### src/sv/tdq_pkg.sv
// Shared types and codes for the task run-queue deque.
package tdq_pkg;

   localparam int KIND_W   = 2;
   localparam int TASK_W   = 16;
   localparam int STATUS_W = 2;
   localparam int OCC_W    = 5;
   localparam int SLOT_W   = 2 * TASK_W;

   // Item kinds
   localparam logic [KIND_W-1:0] KIND_PUSH_TAIL = 2'd0;
   localparam logic [KIND_W-1:0] KIND_PUSH_HEAD = 2'd1;
   localparam logic [KIND_W-1:0] KIND_POP       = 2'd2;

   // Result status codes
   localparam logic [STATUS_W-1:0] STATUS_OK    = 2'd0;
   localparam logic [STATUS_W-1:0] STATUS_FULL  = 2'd1;
   localparam logic [STATUS_W-1:0] STATUS_EMPTY = 2'd2;

   typedef struct packed {
      logic [KIND_W-1:0] kind;
      logic [TASK_W-1:0] task_entry;
      logic [TASK_W-1:0] task_arg;
   } req_type;

   typedef struct packed {
      logic [STATUS_W-1:0] status;
      logic [TASK_W-1:0]   popped_entry;
      logic [TASK_W-1:0]   popped_arg;
      logic [OCC_W-1:0]    occupancy;
   } rsp_type;

   // Side information that travels alongside the slot read
   typedef struct packed {
      logic                pop_ok;
      logic [STATUS_W-1:0] status;
      logic [OCC_W-1:0]    occupancy;
   } meta_type;

endpackage

### src/sv/tdq_ram.sv
// Generic single-write, single-read RAM with registered read data.
module tdq_ram #(
   parameter int WIDTH = 32,
   parameter int DEPTH = 16
) (
   input  logic                                   clock,
   input  logic                                   we,
   input  logic [(DEPTH > 1 ? $clog2(DEPTH) : 1)-1:0] waddr,
   input  logic [WIDTH-1:0]                       wdata,
   input  logic                                   re,
   input  logic [(DEPTH > 1 ? $clog2(DEPTH) : 1)-1:0] raddr,
   output logic [WIDTH-1:0]                       rdata
);

   logic [WIDTH-1:0] mem_ff [DEPTH];
   logic [WIDTH-1:0] rdata_ff;

   always_ff @(posedge clock) begin
      if (we) begin
         mem_ff[waddr] <= wdata;
      end
      if (re) begin
         rdata_ff <= mem_ff[raddr];
      end
   end

   assign rdata = rdata_ff;

endmodule

### src/sv/tdq_ctrl.sv
// Head/count pointer logic, capacity register and slot store access.
module tdq_ctrl
   import tdq_pkg::*;
#(
   parameter int DEPTH = 16
) (
   input  logic                clock,
   input  logic                reset,
   input  logic                req_valid,
   output logic                req_ready,
   input  req_type             req_data,
   input  logic                csr_valid,
   input  logic [OCC_W-1:0]    csr_data,
   input  logic                a_take,
   output logic                a_valid,
   output meta_type            a_meta,
   output logic [SLOT_W-1:0]   a_slot
);

   localparam int IDX_W = DEPTH > 1 ? $clog2(DEPTH) : 1;
   localparam int SUM_W = (IDX_W > OCC_W ? IDX_W : OCC_W) + 1;
   localparam logic [OCC_W-1:0] CAP_RESET = OCC_W'(DEPTH < 16 ? DEPTH : 16);

   logic [IDX_W-1:0] head_ff, head_in;
   logic [OCC_W-1:0] count_ff, count_in;
   logic [OCC_W-1:0] cap_ff, cap_in;
   logic             a_valid_ff;
   meta_type         meta_ff, meta_in;

   logic             accept;
   logic             we;
   logic [IDX_W-1:0] waddr;
   logic [SUM_W-1:0] cap_x, tail_sum, tail_wrap, head_inc, cap_m1, csr_x;

   assign req_ready = !a_valid_ff || a_take;
   assign accept    = req_valid && req_ready;

   assign cap_x     = SUM_W'(cap_ff);
   assign cap_m1    = cap_x - SUM_W'(1);
   assign tail_sum  = SUM_W'(head_ff) + SUM_W'(count_ff);
   assign tail_wrap = tail_sum - cap_x;
   assign head_inc  = SUM_W'(head_ff) + SUM_W'(1);
   assign csr_x     = SUM_W'(csr_data);

   always_comb begin
      head_in          = head_ff;
      count_in         = count_ff;
      we               = 1'b0;
      waddr            = head_ff;
      meta_in.pop_ok   = 1'b0;
      meta_in.status   = STATUS_OK;
      case (req_data.kind)
         KIND_PUSH_TAIL: begin
            if (count_ff == cap_ff) begin
               meta_in.status = STATUS_FULL;
            end else begin
               we       = 1'b1;
               waddr    = (tail_sum >= cap_x) ? tail_wrap[IDX_W-1:0] : tail_sum[IDX_W-1:0];
               count_in = count_ff + OCC_W'(1);
            end
         end
         KIND_PUSH_HEAD: begin
            if (count_ff == cap_ff) begin
               meta_in.status = STATUS_FULL;
            end else begin
               we       = 1'b1;
               head_in  = (head_ff == '0) ? cap_m1[IDX_W-1:0] : head_ff - IDX_W'(1);
               waddr    = head_in;
               count_in = count_ff + OCC_W'(1);
            end
         end
         KIND_POP: begin
            if (count_ff == '0) begin
               meta_in.status = STATUS_EMPTY;
            end else begin
               meta_in.pop_ok = 1'b1;
               head_in  = (head_inc >= cap_x) ? '0 : head_inc[IDX_W-1:0];
               count_in = count_ff - OCC_W'(1);
            end
         end
         default: begin
         end
      endcase
      meta_in.occupancy = count_in;
   end

   // Clamp the written capacity into 1..DEPTH once, at write time
   always_comb begin
      if (csr_data == '0) begin
         cap_in = OCC_W'(1);
      end else if (csr_x > SUM_W'(DEPTH)) begin
         cap_in = OCC_W'(DEPTH);
      end else begin
         cap_in = csr_data;
      end
   end

   always_ff @(posedge clock) begin
      if (reset) begin
         head_ff    <= '0;
         count_ff   <= '0;
         cap_ff     <= CAP_RESET;
         a_valid_ff <= 1'b0;
      end else begin
         if (csr_valid) begin
            cap_ff   <= cap_in;
            head_ff  <= '0;
            count_ff <= '0;
         end else if (accept) begin
            head_ff  <= head_in;
            count_ff <= count_in;
         end
         if (accept) begin
            a_valid_ff <= 1'b1;
         end else if (a_take) begin
            a_valid_ff <= 1'b0;
         end
      end
   end

   always_ff @(posedge clock) begin
      if (accept) begin
         meta_ff <= meta_in;
      end
   end

   tdq_ram #(
      .WIDTH (SLOT_W),
      .DEPTH (DEPTH)
   ) u_slots (
      .clock (clock),
      .we    (accept && we),
      .waddr (waddr),
      .wdata ({req_data.task_arg, req_data.task_entry}),
      .re    (accept),
      .raddr (head_ff),
      .rdata (a_slot)
   );

   assign a_valid = a_valid_ff;
   assign a_meta  = meta_ff;

endmodule

### src/sv/tdq_out.sv
// Result register: forms the response and holds it until the transfer.
module tdq_out
   import tdq_pkg::*;
(
   input  logic              clock,
   input  logic              reset,
   input  logic              a_valid,
   input  meta_type          a_meta,
   input  logic [SLOT_W-1:0] a_slot,
   output logic              a_take,
   output logic              rsp_valid,
   input  logic              rsp_ready,
   output rsp_type           rsp_data
);

   logic    rsp_valid_ff;
   rsp_type rsp_data_ff, rsp_data_in;

   assign a_take = a_valid && (!rsp_valid_ff || rsp_ready);

   always_comb begin
      rsp_data_in.status       = a_meta.status;
      rsp_data_in.popped_entry = a_meta.pop_ok ? a_slot[TASK_W-1:0] : '0;
      rsp_data_in.popped_arg   = a_meta.pop_ok ? a_slot[SLOT_W-1:TASK_W] : '0;
      rsp_data_in.occupancy    = a_meta.occupancy;
   end

   always_ff @(posedge clock) begin
      if (reset) begin
         rsp_valid_ff <= 1'b0;
      end else if (a_take) begin
         rsp_valid_ff <= 1'b1;
      end else if (rsp_ready) begin
         rsp_valid_ff <= 1'b0;
      end
   end

   always_ff @(posedge clock) begin
      if (a_take) begin
         rsp_data_ff <= rsp_data_in;
      end
   end

   assign rsp_valid = rsp_valid_ff;
   assign rsp_data  = rsp_data_ff;

endmodule

### src/sv/task_deque_run_queue_top.sv
// Top level of the task run-queue deque (push tail, push head, pop head).
// Response path: a request passes through stage A (status and registered slot
// read) and then the output register before its response is offered.
// Throughput: one item per cycle while rsp_ready does not stall the output; each
// item updates the pointers once and reads one slot, and a push also writes one.
// Reset: queue empty (head 0, count 0), capacity min(16, DEPTH); the slot store
// is not cleared, since only slots filled since the last reset are ever popped.
module task_deque_run_queue_top
   import tdq_pkg::*;
#(
   parameter int DEPTH = 16
) (
   input  logic             clock,
   input  logic             reset,
   input  logic             req_valid,
   output logic             req_ready,
   input  req_type          req_data,
   output logic             rsp_valid,
   input  logic             rsp_ready,
   output rsp_type          rsp_data,
   input  logic             csr_valid,
   output logic             csr_ready,
   input  logic [OCC_W-1:0] csr_data
);

   // Stage A carries the registered slot read plus status and occupancy;
   // the output stage parts it from the response side, so a new request
   // transfer can be taken into a free stage A while a finished response still waits.
   logic              a_valid;
   logic              a_take;
   meta_type          a_meta;
   logic [SLOT_W-1:0] a_slot;

   // Users must write capacity only while idle; not enforced, taken at once.
   assign csr_ready = 1'b1;

   // Advance head and count; read the head slot per transfer, write one on a push.
   tdq_ctrl #(
      .DEPTH (DEPTH)
   ) u_ctrl (
      .clock     (clock),
      .reset     (reset),
      .req_valid (req_valid),
      .req_ready (req_ready),
      .req_data  (req_data),
      .csr_valid (csr_valid),
      .csr_data  (csr_data),
      .a_take    (a_take),
      .a_valid   (a_valid),
      .a_meta    (a_meta),
      .a_slot    (a_slot)
   );

   // Hold the response until its transfer; drop popped fields on errors.
   tdq_out u_out (
      .clock     (clock),
      .reset     (reset),
      .a_valid   (a_valid),
      .a_meta    (a_meta),
      .a_slot    (a_slot),
      .a_take    (a_take),
      .rsp_valid (rsp_valid),
      .rsp_ready (rsp_ready),
      .rsp_data  (rsp_data)
   );

endmodule
### config.mk
export PLATFORM = sky130hd
export DESIGN_NAME = task_deque_run_queue_top
export DESIGN_NICKNAME = d
export VERILOG_FILES = /design/src/sv/tdq_pkg.sv /design/src/sv/tdq_ram.sv /design/src/sv/tdq_ctrl.sv /design/src/sv/tdq_out.sv /design/src/sv/task_deque_run_queue_top.sv
export SDC_FILE = /design/constraint.sdc
export NUM_CORES = 1
export LEC_CHECK = 0
export ABC_AREA = 1
export BUFFER_PORTS_ARGS = -buffer_cell sky130_fd_sc_hd__buf_2
export CORE_MARGIN = 3
export CORE_UTILIZATION = 42
export CTS_CLUSTER_DIAMETER = 120
export DETAILED_ROUTE_END_ITERATION = 8
export PLACE_DENSITY = 0.54
export SLEW_MARGIN = 10
export SYNTH_ARGS = -nofsm -noshare
export SYNTH_HDL_FRONTEND = slang
export SYNTH_SLANG_ARGS = --single-unit
### constraint.sdc
create_clock -name clock -period 9.5 [get_ports clock]
set_input_delay 1.9 -clock clock [delete_from_list [all_inputs] [get_ports clock]]
set_output_delay 1.9 -clock clock [all_outputs]
set_load 0.005 [all_outputs]
==> run_results.csv <==
group,metric,value,unit
run_status,status,"finished clean",
setup_path,crit_arrival,5430,ps
logic_synthesis,ys_ff_latch,607,
logic_synthesis,muxShareOfSynthArea,0,%
clock_network,htreeDepth,2,
die,fp.dieH,247,um
timing,hold_viol_final,0,
setup_path,rr_worst_depth,17,
clock_network,cts_resized,0,
drt,route.met2.wl,28.8,mm
drt,ant_nets,0,
timing,max_freq,192,MHz
clock_network,insertion_delay,620,ps
setup_path,start_kind,"flop",
placed_design,placed_area,25600,um^2
min_path,hold_class,"reg -> reg",
setup_path,path_max_fanout,219,
power_and_ir_drop,pwr-share-seq,54.4,%
die,rows,87,
logic_synthesis,synth_edf_count,591,
layout,antenna_cells,0,
logic_synthesis,synthAdderAreaFrac,1.19,%
global_routing,grt_usage,20.2,%
drt,wirelength_met1,27.8,mm
power_and_ir_drop,power_density,203,nW/um^2
layout,final_util,48.2,%
global_routing,grt_pass1_wl,92.9,mm
setup_path,path_delay_family,"simple AND/OR/NAND/NOR gates",
global_routing,grt_max_degree,220,
layout,mostFrequentLayoutCells,"edfxtp_1, nor2_1, o21ai_0, nand2_1, o221ai_1",
setup_path,cp_common_cell,"nand2_1",
clock_network,postCtsHoldBufs,0,
logic_synthesis,synth_top_family_by_area,"compound AO/OA/AOI/OAI gates",
power_and_ir_drop,vdd_drop_max,0.000147,V
logic_synthesis,synth-compound-area-share,11.6,%
logic_synthesis,syn_inst,1846,
drt,wl,61.1,mm
setup_path,cp-startpoint,"u_ctrl.head_ff[0]",
clock_network,path_clk_slew,60,ps
logic_synthesis,synthSimpleGateAreaFrac,9.12,%
drt,vias_per_cell,5.57,
logic_synthesis,synthTopCellsByArea,"edfxtp_1, o21ai_0, nor2_1",
logic_synthesis,syn-cell-area,24400,um^2
setup_path,max_stage_delay,1030,ps
layout,fillCellCount,4933,
power_and_ir_drop,comb_power_share,5.9,%
clock_network,post_cts_buffers,0,
drt,vias,15062,
layout,final_common_cell,"edfxtp_1",
timing,fin_crit_sh,54.8,%
global_routing,gr-total-overflow,0,
die,core_area,56900,um^2
timing,drv_slew,0,
setup_path,r2r_slack,4300,ps
setup_path,critPathRequiredTime,9730,ps
clock_network,clkSinkCount,607,
placed_design,hpwl,32.8,mm
drt,routedWlPerCell,22.6,um
setup_path,r2r_start,"u_ctrl.head_ff[0]",
setup_path,reg2reg_to,"u_ctrl.u_slots.mem_ff[1][18]",
layout,area_growth,12.6,%
timing,rsz0062_at_grt,"false",
power_and_ir_drop,swShare,22.4,%
logic_synthesis,synth_cell_type_count,40,
die,die_area,60900,um^2
timing,max_slew_margin,16.3,%
drt,route.detailed.drc,0,
logic_synthesis,avgSynthCellArea,13.2,um^2
logic_synthesis,yosys.area.top_type,"edfxtp_1",
setup_path,path_buf_inv,1,
drt,routed.top_layer,"met4",
timing,tightestPinTransition,1250,ps
layout,design_area,27400,um^2
placed_design,io_buffers,84,
setup_path,cp_num_cells,17,
die,initial_core_util,42.8,%
timing,fin_tns_setup,0,ps
setup_path,crit_chain,"buf_12 > ha_1 > fa_1 > ha_1 > nand2_1 > nand2_1 > nand2_1 > nand2_1 > nand2_1 > nand2_1 > nand2_1 > nand3_1 > nand2_1 > nand2_1 > nor2_1 > nand2_1 > nor2_4",
logic_synthesis,synth_xor_area_share,0.498,%
logic_synthesis,yosysWarnings,0,
power_and_ir_drop,clkPwrFrac,39.7,%
setup_path,critPathKind,"reg -> reg",
die,die_width,247,um
timing,skew,12.4,ps
power_and_ir_drop,power_leakage,9.47,nW
timing,setup_viol,0,
timing,holdWs,419,ps
logic_synthesis,syn_nets,1912,
placed_design,routabilityCongestion,0.836,
global_routing,grt_pass1_vias,14869,
setup_path,crit_path_end_kind,"flop",
drt,wl_met3,3.30,mm
power_and_ir_drop,p_int,4.32,mW
drt,drtIter0Drc,1269,
logic_synthesis,async_flop_share,0,%
logic_synthesis,ys_seq_area_share,74.2,%
setup_path,crit_path_end,"u_ctrl.u_slots.mem_ff[1][18]",
die,io_pins,86,
layout,nets,1966,
logic_synthesis,yosys_most_used_dff,"edfxtp_1",
setup_path,cp_slowest_cell,"nor2_4",
power_and_ir_drop,switchingPower,1.25,mW
drt,dr.pass1.iters,5,
clock_network,clockBufferDepth,3,
timing,min_period,5200,ps
layout,drive_above_1_share,12.4,%
clock_network,cts_buffers,60,
logic_synthesis,synth_top_area_share,72.9,%
clock_network,tritoncts,"yes",
global_routing,antenna_found_initial,0,
clock_network,root_buffer,"clkbuf_16",
run,max-cap-violations,0,
==> metal layers <==
metal | track usage (%) | up-vias
met3 | 3.05 | 95
met2 | 32.6 | 443
met4 | 5.21 | 0
met1 | 28.7 | 7575
met5 | 0 | -
li1 | - | 6949
==> cell usage after synthesis (3+ instances only) <==
cell / n
a21oi_1: 21
buf_1: 14
buf_2: 17
clkbuf_1: 83
dfxtp_1: 16
edfxtp_1: 591
ha_1: 20
inv_1: 79
inv_2: 12
nand2_1: 146
nand2_2: 10
nand2_4: 3
nand3_1: 74
nand3b_1: 3
nand4_1: 6
nor2_1: 285
o211ai_1: 35
o21ai_0: 261
o21ai_1: 4
o221ai_1: 96
o22ai_1: 37
xnor2_1: 3
xor2_1: 9
==> power groups by stage <==
stage / clock, mW / combinational, mW / sequential (mW)
final: 2.21 / 0.330 / 3.03
after global routing: 2.37 / 0.369 / 3.03
after CTS: 2.26 / 0.331 / 3.03
after detailed placement: 0 / 0.330 / 3.09
after global placement: 0 / 0.325 / 3.09
after floorplan: 0 / 0.191 / 3.08
==> final cells by class <==
| class | instances | area (um^2) | area share (%) |
|---|---|---|---|
| Sequential cell | 607 | 18100 | 65.9 |
| Multi-Input combinational cell | 1031 | 5600 | 20.4 |
| Clock buffer | 81 | 1600 | 5.84 |
| Tap cell | 756 | 946 | 3.45 |
| Timing Repair Buffer | 109 | 661 | 2.41 |
| Inverter | 91 | 348 | 1.27 |
| Clock inverter | 28 | 193 | 0.702 |
==> worst min-delay path by stage <==
stage | startpoint | end | slack, ps | depth (start not counted)
final | u_ctrl.a_meta[0] | u_out.rsp_data[0] | 420 | 0
after global routing | u_ctrl.a_meta[0] | u_out.rsp_data[0] | 420 | 0
after CTS | u_ctrl.a_meta[6] | u_out.rsp_data[38] | 420 | 0
after detailed placement | u_ctrl.a_meta[6] | u_out.rsp_data[38] | 410 | 0
after global placement | u_ctrl.a_meta[6] | u_out.rsp_data[38] | 410 | 0
after floorplan | u_ctrl.a_meta[0] | u_out.rsp_data[0] | 400 | 0
==> stage by stage <==
step,cells,setup slack [ps],power [mW]
after floorplan,1846,4140,3.27
after global placement,2592,4250,3.41
after detailed placement,2592,4190,3.42
after CTS,2701,4200,5.62
after global routing,2703,3780,5.77
final,2703,4300,5.57
==> sequential cells by signal, summed over array words and instances (netlist names) <==
register               count
u_ctrl.u_slots.mem_ff    512
u_ctrl.head_ff             4
u_out.rsp_data            39
u_ctrl.u_slots.rdata      32
u_ctrl.count_ff            5
u_out.rsp_valid            1
u_ctrl.a_valid             1
u_ctrl.cap_ff              5
u_ctrl.a_meta              8
==> cell families (layout without fill, tap and decap cells) <==
group,Yosys count,after routing
AOI/OAI and AO/OA,461,461
xor gates and xnor gates,13,13
adders and majority gates,22,22
buffers and inverters,208,309
DFF,607,607
other,1,1
and+or+nand+nor,534,534
Power figures use the tool's default switching activity.
